[config.mk]
export PLATFORM = sky130hd
export DESIGN_NAME = saturating_q15_q31_alu
export DESIGN_NICKNAME = d
export VERILOG_FILES = /design/src/sqa_pkg.sv /design/src/sqa_front.sv /design/src/sqa_cell.sv /design/src/saturating_q15_q31_alu.sv
export SDC_FILE = /design/constraint.sdc
export NUM_CORES = 2
export LEC_CHECK = 0
export BUFFER_PORTS_ARGS = -buffer_cell sky130_fd_sc_hd__buf_2
export CAP_MARGIN = 20
export CORE_MARGIN = 1.5
export CORE_UTILIZATION = 58
export CTS_CLUSTER_DIAMETER = 60
export CTS_CLUSTER_SIZE = 28
export DETAILED_ROUTE_END_ITERATION = 12
export HOLD_SLACK_MARGIN = 0.03
export PLACE_DENSITY_LB_ADDON = 0.1
export SLEW_MARGIN = 5
export SYNTH_ARGS = -nofsm -noshare
export SYNTH_HDL_FRONTEND = slang
export SYNTH_SLANG_ARGS = --single-unit
[constraint.sdc]
create_clock -name clk_i -period 5.1 [get_ports clk_i]
set_input_delay 0.765 -clock clk_i [delete_from_list [all_inputs] [get_ports clk_i]]
set_output_delay 0.765 -clock clk_i [all_outputs]
set_load 0.02 [all_outputs]
[src/sqa_pkg.sv]
package sqa_pkg;

  // operation codes carried by each transaction
  typedef enum logic [3:0] {
    OP_ADD        = 4'd0,
    OP_SUB        = 4'd1,
    OP_ABS16      = 4'd2,
    OP_MULT       = 4'd3,
    OP_MULT_ROUND = 4'd4,
    OP_DIV16      = 4'd5,
    OP_LONG_MULT  = 4'd6,
    OP_LONG_ADD   = 4'd7,
    OP_LONG_SUB   = 4'd8,
    OP_NORM       = 4'd9,
    OP_LONG_ABS   = 4'd10
  } op_e;

  localparam int unsigned DIV_STEPS  = 15;
  localparam int unsigned QW         = 15;

  localparam logic [31:0] Q15_MAX    = 32'h0000_7fff;
  localparam logic [31:0] Q15_MIN    = 32'hffff_8000;
  localparam logic [31:0] Q31_MAX    = 32'h7fff_ffff;
  localparam logic [31:0] Q31_MIN    = 32'h8000_0000;
  localparam logic [31:0] PROD_MAX   = 32'h4000_0000;
  localparam logic [32:0] ROUND_HALF = 33'd16384;

  // data handed from one cell to the next
  typedef struct packed {
    op_e              op;
    logic [31:0]      res;      // final value, or raw product for multiplies
    logic             err;
    logic             div_run;  // divide still producing quotient bits
    logic [QW-1:0]    rem;
    logic [QW-1:0]    den;
    logic [QW-1:0]    quo;
  } payload_t;

endpackage

[src/sqa_front.sv]
module sqa_front (
  input  logic              clk_i,
  input  logic              rst_ni,
  input  logic              valid_i,
  output logic              ready_o,
  input  logic [3:0]        opcode_i,
  input  logic [31:0]       operand_a_i,
  input  logic [31:0]       operand_b_i,
  output logic              valid_o,
  input  logic              ready_i,
  output sqa_pkg::payload_t data_o
);
  import sqa_pkg::*;

  logic             valid_q;
  payload_t         data_q;
  payload_t         data_d;

  logic signed [15:0] a16;
  logic signed [15:0] b16;
  logic signed [16:0] s16;
  logic signed [16:0] d16;
  logic signed [32:0] s32;
  logic signed [32:0] d32;
  logic signed [31:0] prod;
  logic [31:0]        nx;
  logic [4:0]         nrm;

  assign a16  = operand_a_i[15:0];
  assign b16  = operand_b_i[15:0];
  assign s16  = {a16[15], a16} + {b16[15], b16};
  assign d16  = {a16[15], a16} - {b16[15], b16};
  assign s32  = {operand_a_i[31], operand_a_i} + {operand_b_i[31], operand_b_i};
  assign d32  = {operand_a_i[31], operand_a_i} - {operand_b_i[31], operand_b_i};
  assign prod = a16 * b16;
  assign nx   = operand_a_i[31] ? ~operand_a_i : operand_a_i;

  // leading sign count: highest bit that differs from the sign wins
  always_comb begin
    nrm = 5'd0;
    for (int i = 0; i < 31; i++) begin
      if (nx[i]) begin
        nrm = 5'(30 - i);
      end
    end
    if (operand_a_i == 32'hffff_ffff) begin
      nrm = 5'd31;
    end
  end

  // operation decode
  always_comb begin
    data_d         = '0;
    data_d.op      = op_e'(opcode_i);
    data_d.rem     = a16[QW-1:0];
    data_d.den     = b16[QW-1:0];
    case (op_e'(opcode_i))
      OP_ADD: begin
        if (s16[16] != s16[15]) data_d.res = s16[16] ? Q15_MIN : Q15_MAX;
        else data_d.res = {{16{s16[15]}}, s16[15:0]};
      end
      OP_SUB: begin
        if (d16[16] != d16[15]) data_d.res = d16[16] ? Q15_MIN : Q15_MAX;
        else data_d.res = {{16{d16[15]}}, d16[15:0]};
      end
      OP_ABS16: begin
        if (a16 == 16'sh8000) data_d.res = Q15_MAX;
        else if (a16[15]) data_d.res = {16'd0, 16'(-a16)};
        else data_d.res = {16'd0, a16};
      end
      OP_MULT, OP_MULT_ROUND, OP_LONG_MULT: begin
        data_d.res = prod;
      end
      OP_DIV16: begin
        if (a16 > b16 || a16[15] || b16[15] || b16 == 16'sd0) begin
          data_d.err = 1'b1;
        end else if (a16 == 16'sd0) begin
          data_d.res = '0;
        end else if (a16 == b16) begin
          data_d.res = Q15_MAX;
        end else begin
          data_d.div_run = 1'b1;
        end
      end
      OP_LONG_ADD: begin
        if (s32[32] != s32[31]) data_d.res = s32[32] ? Q31_MIN : Q31_MAX;
        else data_d.res = s32[31:0];
      end
      OP_LONG_SUB: begin
        if (d32[32] != d32[31]) data_d.res = d32[32] ? Q31_MIN : Q31_MAX;
        else data_d.res = d32[31:0];
      end
      OP_NORM: begin
        data_d.res = {27'd0, nrm};
      end
      OP_LONG_ABS: begin
        if (operand_a_i == Q31_MIN) data_d.res = Q31_MAX;
        else if (operand_a_i[31]) data_d.res = -operand_a_i;
        else data_d.res = operand_a_i;
      end
      default: begin
        data_d.res = '0;
      end
    endcase
  end

  assign ready_o = !valid_q || ready_i;

  // stage register
  always_ff @(posedge clk_i or negedge rst_ni) begin
    if (!rst_ni) begin
      valid_q <= 1'b0;
    end else if (ready_o) begin
      valid_q <= valid_i;
    end
  end

  always_ff @(posedge clk_i) begin
    if (ready_o && valid_i) begin
      data_q <= data_d;
    end
  end

  assign valid_o = valid_q;
  assign data_o  = data_q;

endmodule

[src/sqa_cell.sv]
module sqa_cell (
  input  logic              clk_i,
  input  logic              rst_ni,
  input  logic              valid_i,
  output logic              ready_o,
  input  sqa_pkg::payload_t data_i,
  output logic              valid_o,
  input  logic              ready_i,
  output sqa_pkg::payload_t data_o
);
  import sqa_pkg::*;

  logic          valid_q;
  payload_t      data_q;
  payload_t      data_d;
  logic [QW:0]   rem2;
  logic [QW:0]   diff;

  assign rem2 = {data_i.rem, 1'b0};
  assign diff = rem2 - {1'b0, data_i.den};

  // one restoring divide step
  always_comb begin
    data_d = data_i;
    if (data_i.div_run) begin
      if (rem2 >= {1'b0, data_i.den}) begin
        data_d.rem = diff[QW-1:0];
        data_d.quo = {data_i.quo[QW-2:0], 1'b1};
      end else begin
        data_d.rem = rem2[QW-1:0];
        data_d.quo = {data_i.quo[QW-2:0], 1'b0};
      end
    end
  end

  assign ready_o = !valid_q || ready_i;

  always_ff @(posedge clk_i or negedge rst_ni) begin
    if (!rst_ni) begin
      valid_q <= 1'b0;
    end else if (ready_o) begin
      valid_q <= valid_i;
    end
  end

  always_ff @(posedge clk_i) begin
    if (ready_o && valid_i) begin
      data_q <= data_d;
    end
  end

  assign valid_o = valid_q;
  assign data_o  = data_q;

endmodule

[src/saturating_q15_q31_alu.sv]
// Saturating Q15/Q31 ALU. One transaction in, one transaction out, in order.
// A transaction is taken every cycle while the output side keeps up. The path
// is an operand decode and multiply register, a row of 15 divide cells that
// each produce one quotient bit, and an output register that applies
// multiply rounding and saturation. Every operation travels the full row, so
// results never reorder. Bubbles in the row are closed up while the output is
// stalled, and in_stall_o rises only once every stage is occupied.
module saturating_q15_q31_alu (
  input  logic        clk_i,
  input  logic        rst_ni,
  input  logic        in_valid_i,
  output logic        in_stall_o,
  input  logic [3:0]  opcode_i,
  input  logic [31:0] operand_a_i,
  input  logic [31:0] operand_b_i,
  output logic        out_valid_o,
  input  logic        out_stall_i,
  output logic [31:0] result_value_o,
  output logic        op_error_o
);
  import sqa_pkg::*;

  logic     stg_valid [DIV_STEPS+1];
  logic     stg_ready [DIV_STEPS+1];
  payload_t stg_data  [DIV_STEPS+1];
  logic     front_ready;

  logic        out_valid_q;
  logic        out_ready;
  logic [31:0] res_q;
  logic [31:0] res_d;
  logic        err_q;
  op_e         op_q;
  payload_t    fin;
  logic [32:0] rnd;
  logic [17:0] rnd_sh;

  // decode, saturating add/sub/abs, multiply, normalize, divide checks
  sqa_front u_front (
    .clk_i       (clk_i),
    .rst_ni      (rst_ni),
    .valid_i     (in_valid_i),
    .ready_o     (front_ready),
    .opcode_i    (opcode_i),
    .operand_a_i (operand_a_i),
    .operand_b_i (operand_b_i),
    .valid_o     (stg_valid[0]),
    .ready_i     (stg_ready[0]),
    .data_o      (stg_data[0])
  );

  assign in_stall_o = !front_ready;

  // row of divide cells
  for (genvar k = 1; k <= DIV_STEPS; k++) begin : g_cell
    sqa_cell u_cell (
      .clk_i   (clk_i),
      .rst_ni  (rst_ni),
      .valid_i (stg_valid[k-1]),
      .ready_o (stg_ready[k-1]),
      .data_i  (stg_data[k-1]),
      .valid_o (stg_valid[k]),
      .ready_i (stg_ready[k]),
      .data_o  (stg_data[k])
    );
  end

  assign fin                  = stg_data[DIV_STEPS];
  assign out_ready            = !out_valid_q || !out_stall_i;
  assign stg_ready[DIV_STEPS] = out_ready;

  // multiply rounding and final select
  assign rnd    = {fin.res[31], fin.res} + ROUND_HALF;
  assign rnd_sh = rnd[32:15];

  always_comb begin
    case (fin.op)
      OP_MULT: begin
        if (fin.res == PROD_MAX) res_d = Q15_MAX;
        else res_d = {{15{fin.res[31]}}, fin.res[31:15]};
      end
      OP_MULT_ROUND: begin
        if (!rnd_sh[17] && rnd_sh[16:15] != 2'b00) res_d = Q15_MAX;
        else res_d = {{14{rnd_sh[17]}}, rnd_sh};
      end
      OP_LONG_MULT: begin
        if (fin.res == PROD_MAX) res_d = Q31_MAX;
        else res_d = {fin.res[30:0], 1'b0};
      end
      OP_DIV16: begin
        if (fin.div_run) res_d = {{(32-QW){1'b0}}, fin.quo};
        else res_d = fin.res;
      end
      default: begin
        res_d = fin.res;
      end
    endcase
  end

  // output register
  always_ff @(posedge clk_i or negedge rst_ni) begin
    if (!rst_ni) begin
      out_valid_q <= 1'b0;
    end else if (out_ready) begin
      out_valid_q <= stg_valid[DIV_STEPS];
    end
  end

  always_ff @(posedge clk_i) begin
    if (out_ready && stg_valid[DIV_STEPS]) begin
      res_q <= res_d;
      err_q <= fin.err;
      op_q  <= fin.op;
    end
  end

  assign out_valid_o    = out_valid_q;
  assign result_value_o = res_q;
  assign op_error_o     = err_q;

  // an error result always reads zero
  a_err_zero: assert property (@(posedge clk_i) disable iff (!rst_ni)
    out_valid_o && op_error_o |-> result_value_o == 32'd0)
    else $error("error transaction with nonzero result");

  // only a divide can flag an error
  a_err_div: assert property (@(posedge clk_i) disable iff (!rst_ni)
    out_valid_o && op_error_o |-> op_q == OP_DIV16)
    else $error("error flag on a non-divide transaction");

  // an empty output register lets the whole row advance
  a_no_stall: assert property (@(posedge clk_i) disable iff (!rst_ni)
    !out_valid_q |-> !in_stall_o)
    else $error("input stalled while output register empty");

  // a divide result never exceeds one in Q15
  a_div_range: assert property (@(posedge clk_i) disable iff (!rst_ni)
    out_valid_o && op_q == OP_DIV16 |-> result_value_o <= Q15_MAX)
    else $error("divide result out of range");

endmodule

# Word-level counts from Yosys, hierarchy flattened
# Index checks and enable logic that the tools add are counted.
[word_totals]
ff_bits = 1319
latchBits = 0
ram_bits = 0
mem_bits_ro = 0
inputBits = 72
output_inout_bits = 35
elab_cells = 368
memories = 0
[op_classes]
add_sub_neg = 21
multipliers = 1
div = 0
magnitude_cmp = 16
n_eq_ne = 23
shift = 0
n_mux = 113
bitwise = 2
reduce_logical = 64
[op_table]
columns = ["operator", "count"]
rows = [
  ["15-bit 2-to-1 mux", 43],
  ["32-bit 2-to-1 mux", 16],
  ["32-bit one-hot mux with 9 select lines", 1],
  ["16-bit by 15-bit >= comparator with 1-bit output", 15],
  ["15-bit subtractor", 14],
  ["5-bit 2-to-1 mux", 32],
  ["32-bit one-hot mux with 4 select lines", 1],
  ["32-bit equality test (second input constant)", 2],
  ["32-bit by 16-bit adder with 33-bit output (second input constant)", 1],
  ["32-bit by 32-bit adder with 33-bit output", 1],
  ["32-bit by 32-bit subtractor with 33-bit output", 1],
  ["32-bit by 31-bit equality test with 1-bit output (second input constant)", 1],
  ["16-bit logical NOT", 2],
  ["16-bit by 16-bit multiplier with 32-bit output", 1],
  ["32-bit negation", 1],
  ["31-bit 2-to-1 mux", 1],
  ["31-bit inverter", 1],
  ["4-bit by 3-bit equality test with 1-bit output (second input constant)", 7],
  ["1-bit logical NOT", 20],
  ["1-bit logical OR", 20],
  ["1-bit logical AND", 18],
  ["16-bit by 16-bit adder with 17-bit output", 1],
  ["1-bit 2-to-1 mux", 17],
  ["16-bit by 16-bit subtractor with 17-bit output", 1],
  ["14 further kinds", 22],
]

# Depth between registers and ports, before layout
[logic_depth]
ltp_word = 35
depth_mapped = 26
ltp_nobuf = 24

# Cells and area by module
# Synthesis repeated with hierarchy kept, for this count alone.
[hier_totals]
hier_cells = 6667
hier_area_um2 = 79463.7
[modules_own_cells]
columns = ["mod", "instances", "cells_each", "area_per_inst_um2", "seq_area_each_um2"]
rows = [
  ["sqa_cell", 15, 271, 3860.0, 2517.4],
  ["sqa_front", 1, 2301, 18873.1, 2067.0],
  ["saturating_q15_q31_alu", 1, 301, 2691.3, 1016.0],
]

# Worst setup path before layout
# No wires, ideal clock.
[synth_path]
path_kind = "input to register"
from = "in operand_a_i[15]"
to = "reg u_front.data_q, in the netlist u_front.data_o[77] (data pin)"
setup_ps = 263
arrival_ps = 7243
required_ps = 4837
setup_slack_ps = -2406
stages = 22
n_path_buf = 3
path_cell_list = "clkbuf_1 -> clkbuf_1 -> clkbuf_1 -> nand2_1 -> inv_1 -> fa_1 -> fa_1 -> inv_1 -> fa_1 -> inv_1 -> fa_1 -> fa_1 -> fa_1 -> ha_1 -> a21o_1 -> a21o_1 -> a21o_1 -> or2_2 -> o21ai_1 -> o21ai_0 -> xor2_1 -> a2111o_1"
[synth_rtl]
columns = ["element", "line", "rtl"]
rows = [
  ["start: declaration", "saturating_q15_q31_alu.sv:14", "input logic [31:0] operand_a_i,"],
  ["end signal: assignment", "sqa_front.sv:120", "data_q <= data_d;"],
  ["end: declaration", "sqa_front.sv:16", "payload_t data_q;"],
]

==> impl_metrics.json <==
{
  "period_share": 1.181,
  "number_of_placement_rows": 128,
  "ys_async_sr_fraction": 0.01384,
  "drt_drc": 0,
  "drv_cap": 0,
  "grt_setup_unrepaired": "true",
  "synth-edff-count": 1211,
  "setup.worst_path.class": "input pin to register",
  "h-tree-depth": 3,
  "cp_max_fo": 15,
  "route.detailed.vias_per_inst": 5.733,
  "grt.overflow.total": 0,
  "fp.coreArea_um2": 121600,
  "synth_sequential_area_ratio": 0.5189,
  "die_h_um": 352.6,
  "rr_worst_depth": 11,
  "synth.top_cells.by_area": "edfxtp_1 (51%), fa_1 (7.8%), ha_1 (6.7%)",
  "root_buffer": "clkbuf_16",
  "period_needed_ns": 6.024,
  "worst_path_buffer_plus_inverter_count": 5,
  "clockBufferDepth": 3,
  "globalplace.congestion": 0.9822,
  "hp-class": "input pin to register",
  "relSlewSlack": 0.3024,
  "setup_viol": 32,
  "run_status": "finished, violations left",
  "design.die.area_um2": 124300,
  "cts_inserted_buffers": 90,
  "power.density_cell_area_nw_per_um2": 588.0,
  "clkSlewWorstSetupHoldPaths_ns": 0.09,
  "grt_max_degree": 75,
  "first_iter_violations": 3369,
  "die_width_um": 352.6,
  "area.growth.synth_to_final_pct": 14.13,
  "drt_wl_total_um": 163600,
  "critical_path.startpoint_type": "input pin",
  "portBuffers": 106,
  "report.final.hold_viol_count": 0,
  "clock_skew_ns": 0.03943,
  "ys.flop_type": "edfxtp_1",
  "cp_slowest_cell": "fa_1",
  "global_route_usage_over_all_layers": 0.2634,
  "fraction_of_layout_cells_with_a_size_suffix_above_1": 0.1658,
  "holdPathStages": 2,
  "dp_slack_ns": -1.821,
  "starting_density_of_the_core": 0.5833,
  "synth_top_area_cell": "edfxtp_1",
  "placed_area_um2": 76550,
  "grt_pass1_vias": 47610,
  "fin_total_pwr_mw": 47.58,
  "dpl.hpwl_um": 126300,
  "worst_ir_drop_vdd_mv": 1.011,
  "final-max-slew-violation-count": 0,
  "vias": 47430,
  "worst_path_dominant_cell_family": "adder cells",
  "post_synth.cell_area_avg_um2": 11.56,
  "failing_checks": "setup timing",
  "synthesis_stage_register_bit_count": 1228,
  "antenna_found_initial": 5,
  "post-synth-top-area-fraction": 0.5129,
  "finalInstanceArea_um2": 80920,
  "utilization": 0.6657,
  "critical_path_required_ns": 5.54,
  "ys_warn_count": 0,
  "mappedNetlistArea_um2": 70900,
  "slowest_delay_ns": 0.56,
  "clock_insertion_delay_worst_skew_ns": 0.71,
  "clock_tree_from_tritoncts": "done",
  "first_pass_iters": 6,
  "clkSinkCount": 1228,
  "grt_first_pass_wirelength_um": 258800,
  "fin_nets": 7300,
  "tightest_slew_ns": 1.043,
  "unique_masters_post_synth": 90,
  "crit_path_dat_ns": 6.47,
  "end_kind": "register",
  "number_of_instances_in_the_synthesized_netlist": 6132,
  "fmax_mhz": 166.0,
  "antenna_left": 0,
  "design.portCount": 107,
  "total_leakage_power_nw": 33.20,
  "setup_slack_ns": -0.9244,
  "synth_fp_nets": 6864,
  "cp_cell_sequence": "buf_2, buf_12, nand2_1, fa_1, fa_1, inv_1, fa_1, inv_1, fa_1, fa_1, inv_1, fa_1, ha_4, a21o_1, a21oi_1, nor2b_1, a211o_1, a221o_1, o21ai_2, o21ai_1, xor2_1, a2111o_1",
  "critical_path_depth": 22,
  "critical-path-top-cell-by-count": "fa_1",
  "wl_per_cell_um": 19.78
}
[sequential cells by signal, summed over array words and instances (netlist names)]
register               cells
g_cell.u_cell.data_o    1110
g_cell.u_cell.valid_o     15
op_error_o                 1
out_valid_o                1
result_value_o            32
u_front.data_o            68
u_front.valid_o            1
[Yosys cell counts (all sizes together) (37+ instances only)]
cell type,number
nor4,38
o21ai,225
a31oi,88
fa,278
a21oi,397
or2,37
clkbuf,208
nand2b,58
mux2,119
o21a,39
nand4,59
nor3,119
ha,382
nor2b,67
xnor2,203
and2,96
nor2,479
or3,54
and3,43
nand3,126
nand2,440
edfxtp,1211
xor2,64
inv,650
a21o,93
mux2i,119
[report_power, final]
| group | switching [mW] | total [mW] | internal (mW) |
|---|---|---|---|
| clock | 3.96 | 7.90 | 3.95 |
| sequential | 0.919 | 14.3 | 13.4 |
| combinational | 13.0 | 25.4 | 12.4 |
| total | 17.8 | 47.6 | 29.7 |
[cell usage in the layout, fill, tap and decap left out, types with 195 or more instances in the layout]
| master | instances |
|---|---|
| xnor2_1 | 195 |
| nand2_1 | 424 |
| o21ai_0 | 207 |
| inv_1 | 636 |
| nor2_1 | 466 |
| a21oi_1 | 384 |
| buf_4 | 438 |
| edfxtp_1 | 1211 |
| ha_1 | 363 |
| fa_1 | 264 |
[layer usage]
metal | vias to the layer above | routed length (um) | global-route usage | part of all wire
met5 | - | 11 | 0 | 0.000067
met4 | 2 | 5873 | 0.09974 | 0.036
met3 | 320 | 7287 | 0.02820 | 0.045
met2 | 1212 | 81740 | 0.4604 | 0.50
met1 | 23140 | 68730 | 0.3388 | 0.42
li1 | 22760 | - | - | -
[path summary, 6_finish.rpt]
kind | start | to | slack (ns)
hold reg to reg | g_cell[6].u_cell.data_o[81] | g_cell[7].u_cell.data_o[81] | 0.39
max in group asynchronous | rst_ni | g_cell[12].u_cell.valid_o | 4.31
setup reg to reg | g_cell[9].u_cell.data_o[31] | g_cell[10].u_cell.data_o[41] | 0.78
hold / removal | in_valid_i | u_front.valid_o | 0.27
min in group asynchronous | rst_ni | g_cell[4].u_cell.valid_o | 0.52
setup / recovery | operand_a_i[2] | u_front.data_o[77] | -0.92
[through the flow]
step,std cells,TNS (ns),hold WS [ns]
4_1_cts,8252,-13.96,0.2184
2_1_floorplan,6132,-22.43,0.4003
5_1_grt,8274,-20.83,0.2551
6_report,8274,-15.44,0.2666
3_5_place_dp,8076,-42.36,0.4045
3_3_place_gp,8076,-40.10,0.4000
[cells by family after synthesis]
group,synth area share
muxes,0.03570
adders and majority gates,0.1459
and+or+nand+nor,0.1126
AOI/OAI and AO/OA,0.1060
DFF,0.5189
buffers and inverters,0.04791
xor gates and xnor gates,0.03298
[repair_timing]
action,CTS,global route
gates cloned,0,1
hold endpoints to repair,17,0
pin swaps,33,44
gates resized for setup,89,59
hold buffers,1,0
endpoints found under the setup margin,32,32
setup buffers,6,11
[layout make-up]
type                       instances  area [um2]
multi-input combinational       4014       31550
sequential                      1228       36790
tap                             1625        2033
timing repair buffer             581        4662
clock inverter                    76        1124
antenna                            3       7.507
inverter                         653        2467
clock buffer                      94        2288
fill                            9254       40640
Note: power is estimated with default switching activity, not from simulation.
